[src/sv/smwi_pkg.sv]
// ----------------------------------------------------------------------------
// smwi_pkg
// shared types and constants for the sign-magnitude wide integer unit
// ----------------------------------------------------------------------------
package smwi_pkg;

    localparam int LIMBS      = 4;
    localparam int LIMB_BITS  = 32;
    localparam int LIDX_W     = (LIMBS > 1) ? $clog2(LIMBS) : 1;
    localparam int CNT_W      = 7;
    localparam int TOTAL_BITS = LIMBS * LIMB_BITS;
    localparam int BIT_W      = $clog2(TOTAL_BITS + 1);

    typedef logic [LIMB_BITS-1:0] limb_t;

    typedef enum logic [2:0] {
        OP_ADD = 3'd0,
        OP_SUB = 3'd1,
        OP_MUL = 3'd2,
        OP_SHL = 3'd3,
        OP_NEG = 3'd4
    } op_t;

    typedef enum logic [2:0] {
        ST_LOAD,
        ST_CMP,
        ST_ADDSUB,
        ST_MUL,
        ST_MULADD,
        ST_SHL,
        ST_OUT
    } state_t;

endpackage

[src/sv/sign_magnitude_wide_integer_alu_top.sv]
// ----------------------------------------------------------------------------
// sign_magnitude_wide_integer_alu_top
// bit-serial sign-magnitude wide integer unit: add, subtract, multiply,
// left shift and negate over LIMBS 32-bit limbs
// ----------------------------------------------------------------------------
// latency from the last input word to the first result word follows the path: negate,
// unused codes and shifts by 0 or LIMBS*32 or more go straight to output, a shift by n
// shifts the stored value left one bit per step, add/subtract run a compare pass then
// a serial add pass, multiply scans B and runs a serial add pass per set bit of B
// throughput: input words one per cycle, then input stalls until the LIMBS result words
// have left, one per cycle with m_ready high; reset clears control state only, stores undefined
module sign_magnitude_wide_integer_alu_top (
    input  logic        aclk,
    input  logic        aresetn,
    input  logic        s_valid,
    output logic        s_ready,
    input  logic [2:0]  s_operation,
    input  logic [31:0] s_a_limb,
    input  logic [31:0] s_b_limb,
    input  logic        s_a_negative,
    input  logic        s_b_negative,
    input  logic [11:0] s_shift_amount,
    input  logic        s_last_limb,
    output logic        m_valid,
    input  logic        m_ready,
    output logic [31:0] m_result_limb,
    output logic        m_result_negative,
    output logic        m_result_zero,
    output logic        m_result_last
);

    localparam int TB = smwi_pkg::TOTAL_BITS;
    localparam int BW = smwi_pkg::BIT_W;
    localparam int LB = smwi_pkg::LIMB_BITS;

    smwi_pkg::state_t state_reg, state_next;

    logic [TB-1:0]                a_reg, a_next;
    logic [TB-1:0]                b_reg, b_next;
    logic [TB-1:0]                r_reg, r_next;
    logic [TB-1:0]                m_reg, m_next;
    logic [smwi_pkg::CNT_W-1:0]   load_reg, load_next;
    logic [BW-1:0]                cnt_reg, cnt_next;
    logic [BW-1:0]                bidx_reg, bidx_next;
    logic [11:0]                  sh_reg, sh_next;
    logic                         carry_reg, carry_next;
    logic                         swap_reg, swap_next;
    logic                         sub_reg, sub_next;
    logic                         neg_reg, neg_next;
    logic                         pz_reg, pz_next;
    logic                         an_reg, an_next;
    logic                         bn_reg, bn_next;
    logic [smwi_pkg::LIDX_W-1:0]  oidx_reg, oidx_next;

    logic                         acc_in;
    logic                         eff_bn;
    logic                         ge;
    logic                         sx, sy, bs, bo;
    logic                         r_zero;

    always_ff @(posedge aclk) begin
        if (!aresetn) begin
            state_reg <= smwi_pkg::ST_LOAD;
            load_reg  <= '0;
        end else begin
            state_reg <= state_next;
            load_reg  <= load_next;
        end
        a_reg     <= a_next;
        b_reg     <= b_next;
        r_reg     <= r_next;
        m_reg     <= m_next;
        cnt_reg   <= cnt_next;
        bidx_reg  <= bidx_next;
        sh_reg    <= sh_next;
        carry_reg <= carry_next;
        swap_reg  <= swap_next;
        sub_reg   <= sub_next;
        neg_reg   <= neg_next;
        pz_reg    <= pz_next;
        an_reg    <= an_next;
        bn_reg    <= bn_next;
        oidx_reg  <= oidx_next;
    end

    assign acc_in = s_valid && s_ready;
    assign eff_bn = (s_operation == smwi_pkg::OP_SUB) ? !s_b_negative : s_b_negative;
    assign r_zero = (r_reg == '0);

    // a - b borrow chain, carry out set means a >= b
    assign ge = (a_reg[0] & ~b_reg[0]) | (a_reg[0] & carry_reg) | (~b_reg[0] & carry_reg);

    always_comb begin
        state_next = state_reg;
        case (state_reg)
            smwi_pkg::ST_LOAD: begin
                if (acc_in && s_last_limb) begin
                    case (s_operation)
                        smwi_pkg::OP_ADD, smwi_pkg::OP_SUB: state_next = smwi_pkg::ST_CMP;
                        smwi_pkg::OP_MUL: state_next = smwi_pkg::ST_MUL;
                        smwi_pkg::OP_SHL: begin
                            if (s_shift_amount == '0 || s_shift_amount >= 12'(TB)) begin
                                state_next = smwi_pkg::ST_OUT;
                            end else begin
                                state_next = smwi_pkg::ST_SHL;
                            end
                        end
                        default: state_next = smwi_pkg::ST_OUT;
                    endcase
                end
            end
            smwi_pkg::ST_CMP: begin
                if (cnt_reg == BW'(TB - 1)) begin
                    state_next = smwi_pkg::ST_ADDSUB;
                end
            end
            smwi_pkg::ST_ADDSUB: begin
                if (cnt_reg == BW'(TB - 1)) begin
                    state_next = smwi_pkg::ST_OUT;
                end
            end
            smwi_pkg::ST_MUL: begin
                if (b_reg[0]) begin
                    state_next = smwi_pkg::ST_MULADD;
                end else if (bidx_reg == BW'(TB - 1)) begin
                    state_next = smwi_pkg::ST_OUT;
                end
            end
            smwi_pkg::ST_MULADD: begin
                if (cnt_reg == BW'(TB - 1)) begin
                    if (bidx_reg == BW'(TB - 1)) begin
                        state_next = smwi_pkg::ST_OUT;
                    end else begin
                        state_next = smwi_pkg::ST_MUL;
                    end
                end
            end
            smwi_pkg::ST_SHL: begin
                if (sh_reg == 12'd1) begin
                    state_next = smwi_pkg::ST_OUT;
                end
            end
            smwi_pkg::ST_OUT: begin
                if (m_ready && oidx_reg == smwi_pkg::LIDX_W'(smwi_pkg::LIMBS - 1)) begin
                    state_next = smwi_pkg::ST_LOAD;
                end
            end
            default: state_next = smwi_pkg::ST_LOAD;
        endcase
    end

    // serial full adder: accumulate for multiply, operand pair otherwise
    always_comb begin
        if (state_reg == smwi_pkg::ST_MULADD) begin
            sx = r_reg[0];
            sy = m_reg[0];
        end else begin
            sx = swap_reg ? b_reg[0] : a_reg[0];
            sy = (swap_reg ? a_reg[0] : b_reg[0]) ^ sub_reg;
        end
        bs = sx ^ sy ^ carry_reg;
        bo = (sx & sy) | (sx & carry_reg) | (sy & carry_reg);
    end

    always_comb begin
        a_next     = a_reg;
        b_next     = b_reg;
        r_next     = r_reg;
        m_next     = m_reg;
        load_next  = load_reg;
        cnt_next   = cnt_reg;
        bidx_next  = bidx_reg;
        sh_next    = sh_reg;
        carry_next = carry_reg;
        swap_next  = swap_reg;
        sub_next   = sub_reg;
        neg_next   = neg_reg;
        pz_next    = pz_reg;
        an_next    = an_reg;
        bn_next    = bn_reg;
        oidx_next  = oidx_reg;
        case (state_reg)
            smwi_pkg::ST_LOAD: begin
                if (acc_in) begin
                    if (load_reg < smwi_pkg::CNT_W'(smwi_pkg::LIMBS)) begin
                        a_next[load_reg[smwi_pkg::LIDX_W-1:0]*LB +: LB] = s_a_limb;
                        b_next[load_reg[smwi_pkg::LIDX_W-1:0]*LB +: LB] = s_b_limb;
                        load_next = load_reg + 1'b1;
                    end
                    if (s_last_limb) begin
                        load_next  = '0;
                        cnt_next   = '0;
                        bidx_next  = '0;
                        oidx_next  = '0;
                        swap_next  = 1'b0;
                        carry_next = 1'b1;
                        an_next    = s_a_negative;
                        bn_next    = eff_bn;
                        sub_next   = s_a_negative != eff_bn;
                        sh_next    = s_shift_amount;
                        m_next     = a_next;
                        r_next     = '0;
                        neg_next   = 1'b0;
                        pz_next    = 1'b1;
                        case (s_operation)
                            smwi_pkg::OP_MUL: begin
                                neg_next = s_a_negative ^ s_b_negative;
                            end
                            smwi_pkg::OP_SHL: begin
                                pz_next  = 1'b0;
                                neg_next = s_a_negative;
                                if (s_shift_amount < 12'(TB)) begin
                                    r_next = a_next;
                                end
                            end
                            smwi_pkg::OP_NEG: begin
                                pz_next  = 1'b0;
                                r_next   = a_next;
                                neg_next = (a_next == '0) ? s_a_negative : !s_a_negative;
                            end
                            default: ;
                        endcase
                    end
                end
            end
            smwi_pkg::ST_CMP: begin
                a_next     = {a_reg[0], a_reg[TB-1:1]};
                b_next     = {b_reg[0], b_reg[TB-1:1]};
                carry_next = ge;
                cnt_next   = cnt_reg + 1'b1;
                if (cnt_reg == BW'(TB - 1)) begin
                    cnt_next   = '0;
                    swap_next  = sub_reg && !ge;
                    carry_next = sub_reg;
                    neg_next   = (sub_reg && !ge) ? bn_reg : an_reg;
                end
            end
            smwi_pkg::ST_ADDSUB: begin
                a_next     = {a_reg[0], a_reg[TB-1:1]};
                b_next     = {b_reg[0], b_reg[TB-1:1]};
                r_next     = {bs, r_reg[TB-1:1]};
                carry_next = bo;
                cnt_next   = cnt_reg + 1'b1;
            end
            smwi_pkg::ST_MUL: begin
                if (b_reg[0]) begin
                    cnt_next   = '0;
                    carry_next = 1'b0;
                end else begin
                    m_next    = m_reg << 1;
                    b_next    = {b_reg[0], b_reg[TB-1:1]};
                    bidx_next = bidx_reg + 1'b1;
                end
            end
            smwi_pkg::ST_MULADD: begin
                r_next     = {bs, r_reg[TB-1:1]};
                m_next     = {m_reg[0], m_reg[TB-1:1]};
                carry_next = bo;
                cnt_next   = cnt_reg + 1'b1;
                if (cnt_reg == BW'(TB - 1)) begin
                    // rotated back into place and moved up one bit
                    m_next    = {m_reg[TB-1:1], 1'b0};
                    b_next    = {b_reg[0], b_reg[TB-1:1]};
                    bidx_next = bidx_reg + 1'b1;
                end
            end
            smwi_pkg::ST_SHL: begin
                r_next  = r_reg << 1;
                sh_next = sh_reg - 1'b1;
            end
            smwi_pkg::ST_OUT: begin
                if (m_ready) begin
                    r_next    = {r_reg[LB-1:0], r_reg[TB-1:LB]};
                    oidx_next = oidx_reg + 1'b1;
                end
            end
            default: ;
        endcase
    end

    always_comb begin
        s_ready           = (state_reg == smwi_pkg::ST_LOAD);
        m_valid           = (state_reg == smwi_pkg::ST_OUT);
        m_result_limb     = r_reg[LB-1:0];
        m_result_negative = neg_reg && !(pz_reg && r_zero);
        m_result_zero     = r_zero;
        m_result_last     = (oidx_reg == smwi_pkg::LIDX_W'(smwi_pkg::LIMBS - 1));
    end

`ifndef SYNTH
    a_busy: assert property (@(posedge aclk) disable iff (!aresetn)
        m_valid |-> !s_ready)
        else $error("input taken while emitting");
    a_last: assert property (@(posedge aclk) disable iff (!aresetn)
        (m_valid && m_ready && m_result_last) |=> s_ready)
        else $error("no return to load after last word");
    a_hold: assert property (@(posedge aclk) disable iff (!aresetn)
        (m_valid && !m_ready) |=> (m_valid && $stable(m_result_limb)))
        else $error("result word changed while waiting");
`endif

endmodule
[config.mk]
export PLATFORM = sky130hd
export DESIGN_NAME = sign_magnitude_wide_integer_alu_top
export DESIGN_NICKNAME = d
export VERILOG_FILES = /design/src/sv/smwi_pkg.sv /design/src/sv/sign_magnitude_wide_integer_alu_top.sv
export SDC_FILE = /design/constraint.sdc
export NUM_CORES = 1
export LEC_CHECK = 0
export ABC_AREA = 1
export BUFFER_PORTS_ARGS = -buffer_cell sky130_fd_sc_hd__buf_2
export CORE_UTILIZATION = 25
export DETAILED_ROUTE_END_ITERATION = 6
export SLEW_MARGIN = 20
export SYNTH_ARGS = -nofsm -noshare
export SYNTH_HDL_FRONTEND = slang
export SYNTH_SLANG_ARGS = --single-unit
export TNS_END_PERCENT = 1
[constraint.sdc]
create_clock -name aclk -period 13.8 [get_ports aclk]
set_input_delay 2.76 -clock aclk [delete_from_list [all_inputs] [get_ports aclk]]
set_output_delay 2.76 -clock aclk [all_outputs]
set_load 0.01 [all_outputs]
# Word level (Yosys, flattened, before mapping)
# Index checks and enable logic that the tools add are counted.
[totals]
ff_bits = 559
input_bits = 86
wordCells = 192
out_inout_bits = 37
[classes]
addsub = 6
shifts = 3
n_eq_ne = 29
n_mux = 74
n_reduce_logical = 43
bitwise_logic = 15
magnitude_cmp = 3
[op_table]
columns = ["operator", "count"]
rows = [
  ["$mux W128", 16],
  ["$pmux W128 S4", 2],
  ["$pmux W128 S2", 2],
  ["$pmux W128 S3", 1],
  ["$bwmux W128", 2],
  ["$logic_not A128 Y1", 2],
  ["$shiftx A32 B34 Y128", 2],
  ["$shift A32 B34 Y128 const A", 1],
  ["$mux W8", 6],
  ["$neg A7 Y34", 1],
  ["$pmux W8 S4", 1],
  ["$mux W3", 9],
  ["$mux W12", 2],
  ["$pmux W12 S2", 1],
  ["$pmux W8 S3", 1],
  ["$reduce_and A4 Y1", 6],
  ["$pmux W3 S7", 1],
  ["$mux W1", 18],
  ["$add A8 B1 Y8 const B", 2],
  ["$eq A8 B7 Y1 const B", 2],
  ["$reduce_and A5 Y1", 3],
  ["$mux W7", 2],
  ["$ne A2 B1 Y1 const B", 7],
  ["$eq A12 B1 Y1 const B", 1],
  ["35 further kinds", 82],
]

# Longest topological paths before layout
[depth]
depth_word = 12
ltp_mapped = 23
depth_no_buf = 21

# Least setup slack after synthesis
# Ideal clock, no wire load.
[synth_timing]
path_kind = "input to register"
from = "input port s_valid"
to = "register r_reg[0] (enable)"
n_path_buf = 0
required_ps = 13002
path_stages = 4
setup_time_ps = 798
setup_slack_ps = 666
t_arrival_ps = 12336
path_cell_list = "nand2_1 -> nand2_1 -> o21ai_0 -> nor3b_1"
[synth_via]
elab_chain_cells = 3
[synth_rtl]
columns = ["item", "line", "rtl"]
rows = [
  ["from (decl)", "sign_magnitude_wide_integer_alu_top.sv:15", "input logic s_valid,"],
  ["$logic_and A1 B1 Y1", "sign_magnitude_wide_integer_alu_top.sv:86", "assign acc_in = s_valid && s_ready;"],
  ["$ne A2 B1 Y1 (no source line)", "-", ""],
  ["$reduce_and A4 Y1 (no source line)", "-", ""],
  ["to (signal assigned)", "sign_magnitude_wide_integer_alu_top.sv:71", "r_reg <= r_next;"],
  ["to (decl)", "sign_magnitude_wide_integer_alu_top.sv:40", "logic [TB-1:0] r_reg, r_next;"],
]
# Every way passes these cells.
# A chain may end at the register's enable or synchronous reset.

# Worst setup path after layout
[layout_timing]
from = "register r_reg[15]"
to = "output port m_result_negative"
[layout_via]
elab_chain_cells = 4
[layout_rtl]
columns = ["item", "line", "rtl"]
rows = [
  ["$logic_not A128 Y1", "sign_magnitude_wide_integer_alu_top.sv:88", "assign r_zero = (r_reg == '0);"],
  ["$logic_and A1 B1 Y1", "sign_magnitude_wide_integer_alu_top.sv:285", "m_result_negative = neg_reg && !(pz_reg && r_zero);"],
  ["$logic_not A1 Y1", "sign_magnitude_wide_integer_alu_top.sv:285", ""],
  ["$logic_and A1 B1 Y1", "sign_magnitude_wide_integer_alu_top.sv:285", ""],
  ["to (decl)", "sign_magnitude_wide_integer_alu_top.sv:27", "output logic m_result_negative,"],
]
# Every way passes these cells.

==> impl_metrics.json <==
{
  "seq_power_share_pct": 40.9,
  "max_slew_margin_pct": 16.5,
  "die-width_um": 346,
  "initial_core_util_pct": 25.4,
  "synth_fa_ha_area_share_pct": 0.532,
  "max_freq_ghz": 0.164,
  "stdcell_count": 4895,
  "clkPwrFrac_pct": 18.6,
  "cts_buffers": 60,
  "antenna_found_initial": 10,
  "drt_pass1_iterations": 6,
  "finalWirelength_mm": 110,
  "ys_ff_latch": 559,
  "wl_per_cell_um": 22.6,
  "hold_viol_final": 0,
  "layout_common_cells": "nand2_1, o21ai_0, edfxtp_1",
  "syn_area_per_cell_um2": 8.91,
  "cts-resized-gates": 0,
  "syn_to_final_growth_pct": 13.5,
  "layout_commonest_cell": "nand2_1",
  "fp-row-count": 125,
  "cp_max_fo": 3,
  "swShare_pct": 43.7,
  "yosys-top-cells-area": "edfxtp_1, o21ai_0, nand2_1",
  "synth_compound_area_share_pct": 19.5,
  "placedCellCount": 4776,
  "yosysTopAreaCellShare_pct": 55.6,
  "setup_violations": 0,
  "coreArea_mm2": 0.117,
  "outcome": "finished, final reports clean",
  "internal_power_uw": 5130,
  "synthSimpleGateAreaFrac_pct": 14.3,
  "grt_usage_pct": 17.6,
  "critical_path_required_ns": 11.04,
  "netlist_instances": 3326,
  "place.detailed.hpwl_mm": 75.3,
  "yosys.cell_types.count": 46,
  "synth_nets": 3424,
  "vias": 25700,
  "tns_ns": 0,
  "drc": 0,
  "yosys-mux-area-fraction_pct": 0,
  "die_h_um": 346,
  "fin_crit_ns": 6.10,
  "synth_top_family_by_area": "compound AO/OA/AOI/OAI gates",
  "synth_flop_cell": "edfxtp_1",
  "power_switching_uw": 3980,
  "cp-end-kind": "output port",
  "grt_pass1_vias": 23500,
  "clk_pin_slew_ns": 0.06,
  "cts_setup_buffers": 0,
  "synthesis.area_mm2": 0.0296,
  "crit_type": "reg2out",
  "dieArea_mm2": 0.120,
  "vias_per_cell": 5.25,
  "worst_pin_slew_ns": 1.25,
  "yosysWarnings": 0,
  "drt.antenna.violating_nets": 0,
  "p_comb_share_pct": 40.4,
  "io_buffers": 122,
  "place_congestion": 0.952,
  "synth_enable_flop_cells": 549,
  "final_max_slew_viol_count": 0,
  "cts_sinks": 559,
  "grt-ovfl-total": 0,
  "drive_gt1_share_pct": 8.97,
  "synth-async-reset-ratio_pct": 0,
  "synth_top_area_cell": "edfxtp_1",
  "grt_setup_unrepaired": "no",
  "hold_path_class": "reg2reg",
  "clock_skew_ns": 0.0415,
  "cellLeakagePower_uw": 0.0125,
  "num_io_pins": 123,
  "powerDensity_mw_per_mm2": 271,
  "cts-htree-levels": 2,
  "cts_tree": "built",
  "cts-root-buf": "clkbuf_16",
  "yosysSeqAreaShare_pct": 56.3,
  "min_period_over_period_pct": 44.2,
  "critPathArrivalTime_ns": 3.34,
  "ir_drop_uv": 188,
  "clockBufferDepth": 3,
  "final_nets": 3414,
  "cp-start-kind": "register",
  "synth_xor_area_share_pct": 0.325,
  "cap_violations": 0,
  "drt_iter0_drc": 3789,
  "grt_pass1_wl_mm": 160,
  "ctsHoldBuffers": 0,
  "grt_max_degree": 188,
  "clk_latency_ns": 0.67
}
critical path, stage by stage (launching register included):
cell and delay (ns):
edfxtp_1 0.42, inv_1 0.18, nand4_1 0.24, nor4_1 0.75
nand4_1 0.17, nor2_1 0.46, a21boi_0 0.24, buf_2 0.20
per-layer routing:
layer	global-route usage (%)	routed length, um	vias to the layer above	part of all wire, %
li1	-	-	11600	-
met1	26.4	48000	12500	44
met2	24.4	44900	1458	41
met3	5.30	15100	163	14
met4	4.00	2360	10	2.1
met5	0	58	-	0.053
metrics by stage:
stage	utilization [%]	hold WS [ns]	cell area, um^2	setup WS, ns	total power, uW
floorplan	-	0.452	29600	0.666	5940
global placement	27.0	0.460	31600	8.09	7240
detailed placement	27.0	0.470	31600	8.09	7310
CTS	28.7	0.480	33600	7.73	9000
global route	28.8	0.491	33600	7.68	9560
finish	28.8	0.481	33600	7.70	9110
cells in the mapped netlist, drive strengths merged, types with 3 or more instances:
cell type and n:
nor3 21, inv 427, nand2 754, a22oi 21
xnor2 5, o211ai 29, ha 11, nor4 10
buf 57, a31oi 4, clkbuf 183, edfxtp 549
dfxtp 10, nor3b 3, o22ai 129, xor2 6
nor2 162, o21ai 603, o221ai 82, nand3 54
a21oi 150, nand4 41
cell type report:
cell class | instances | area [um^2]
Clock inverter | 41 | 418
Antenna cell | 3 | 7.51
Clock buffer | 73 | 1600
Multi-Input combinational cell | 2099 | 10400
Inverter | 428 | 1620
Sequential cell | 559 | 16700
Timing Repair Buffer | 168 | 1000
Fill cell | 12200 | 83200
Tap cell | 1524 | 1910
logic make-up after synthesis:
| group | Yosys count |
|---|---|
| flip-flops | 559 |
| adder cells (fa/ha/maj) | 12 |
| AND/OR/NAND/NOR | 1047 |
| AO/OA/AOI/OAI | 1029 |
| buffers and inverters | 668 |
| XOR/XNOR | 11 |
power groups by stage:
stage,combinational (uW),sequential (uW),clock [uW]
global route,3970,3820,1770
detailed placement,3570,3740,0
global placement,3520,3730,0
CTS,3580,3720,1710
floorplan,2220,3720,0
finish,3680,3730,1700
worst paths after layout:
kind	start	end	slack, ns	cells past startpoint
max	r_reg[15]	m_result_negative	7.70	7
min	load_reg[3]	load_reg[3]	0.48	2
max reg2reg	load_reg[0]	neg_reg	8.27	22
min reg2reg	load_reg[3]	load_reg[3]	0.48	2
Note: power is estimated with default switching activity, not from simulation.
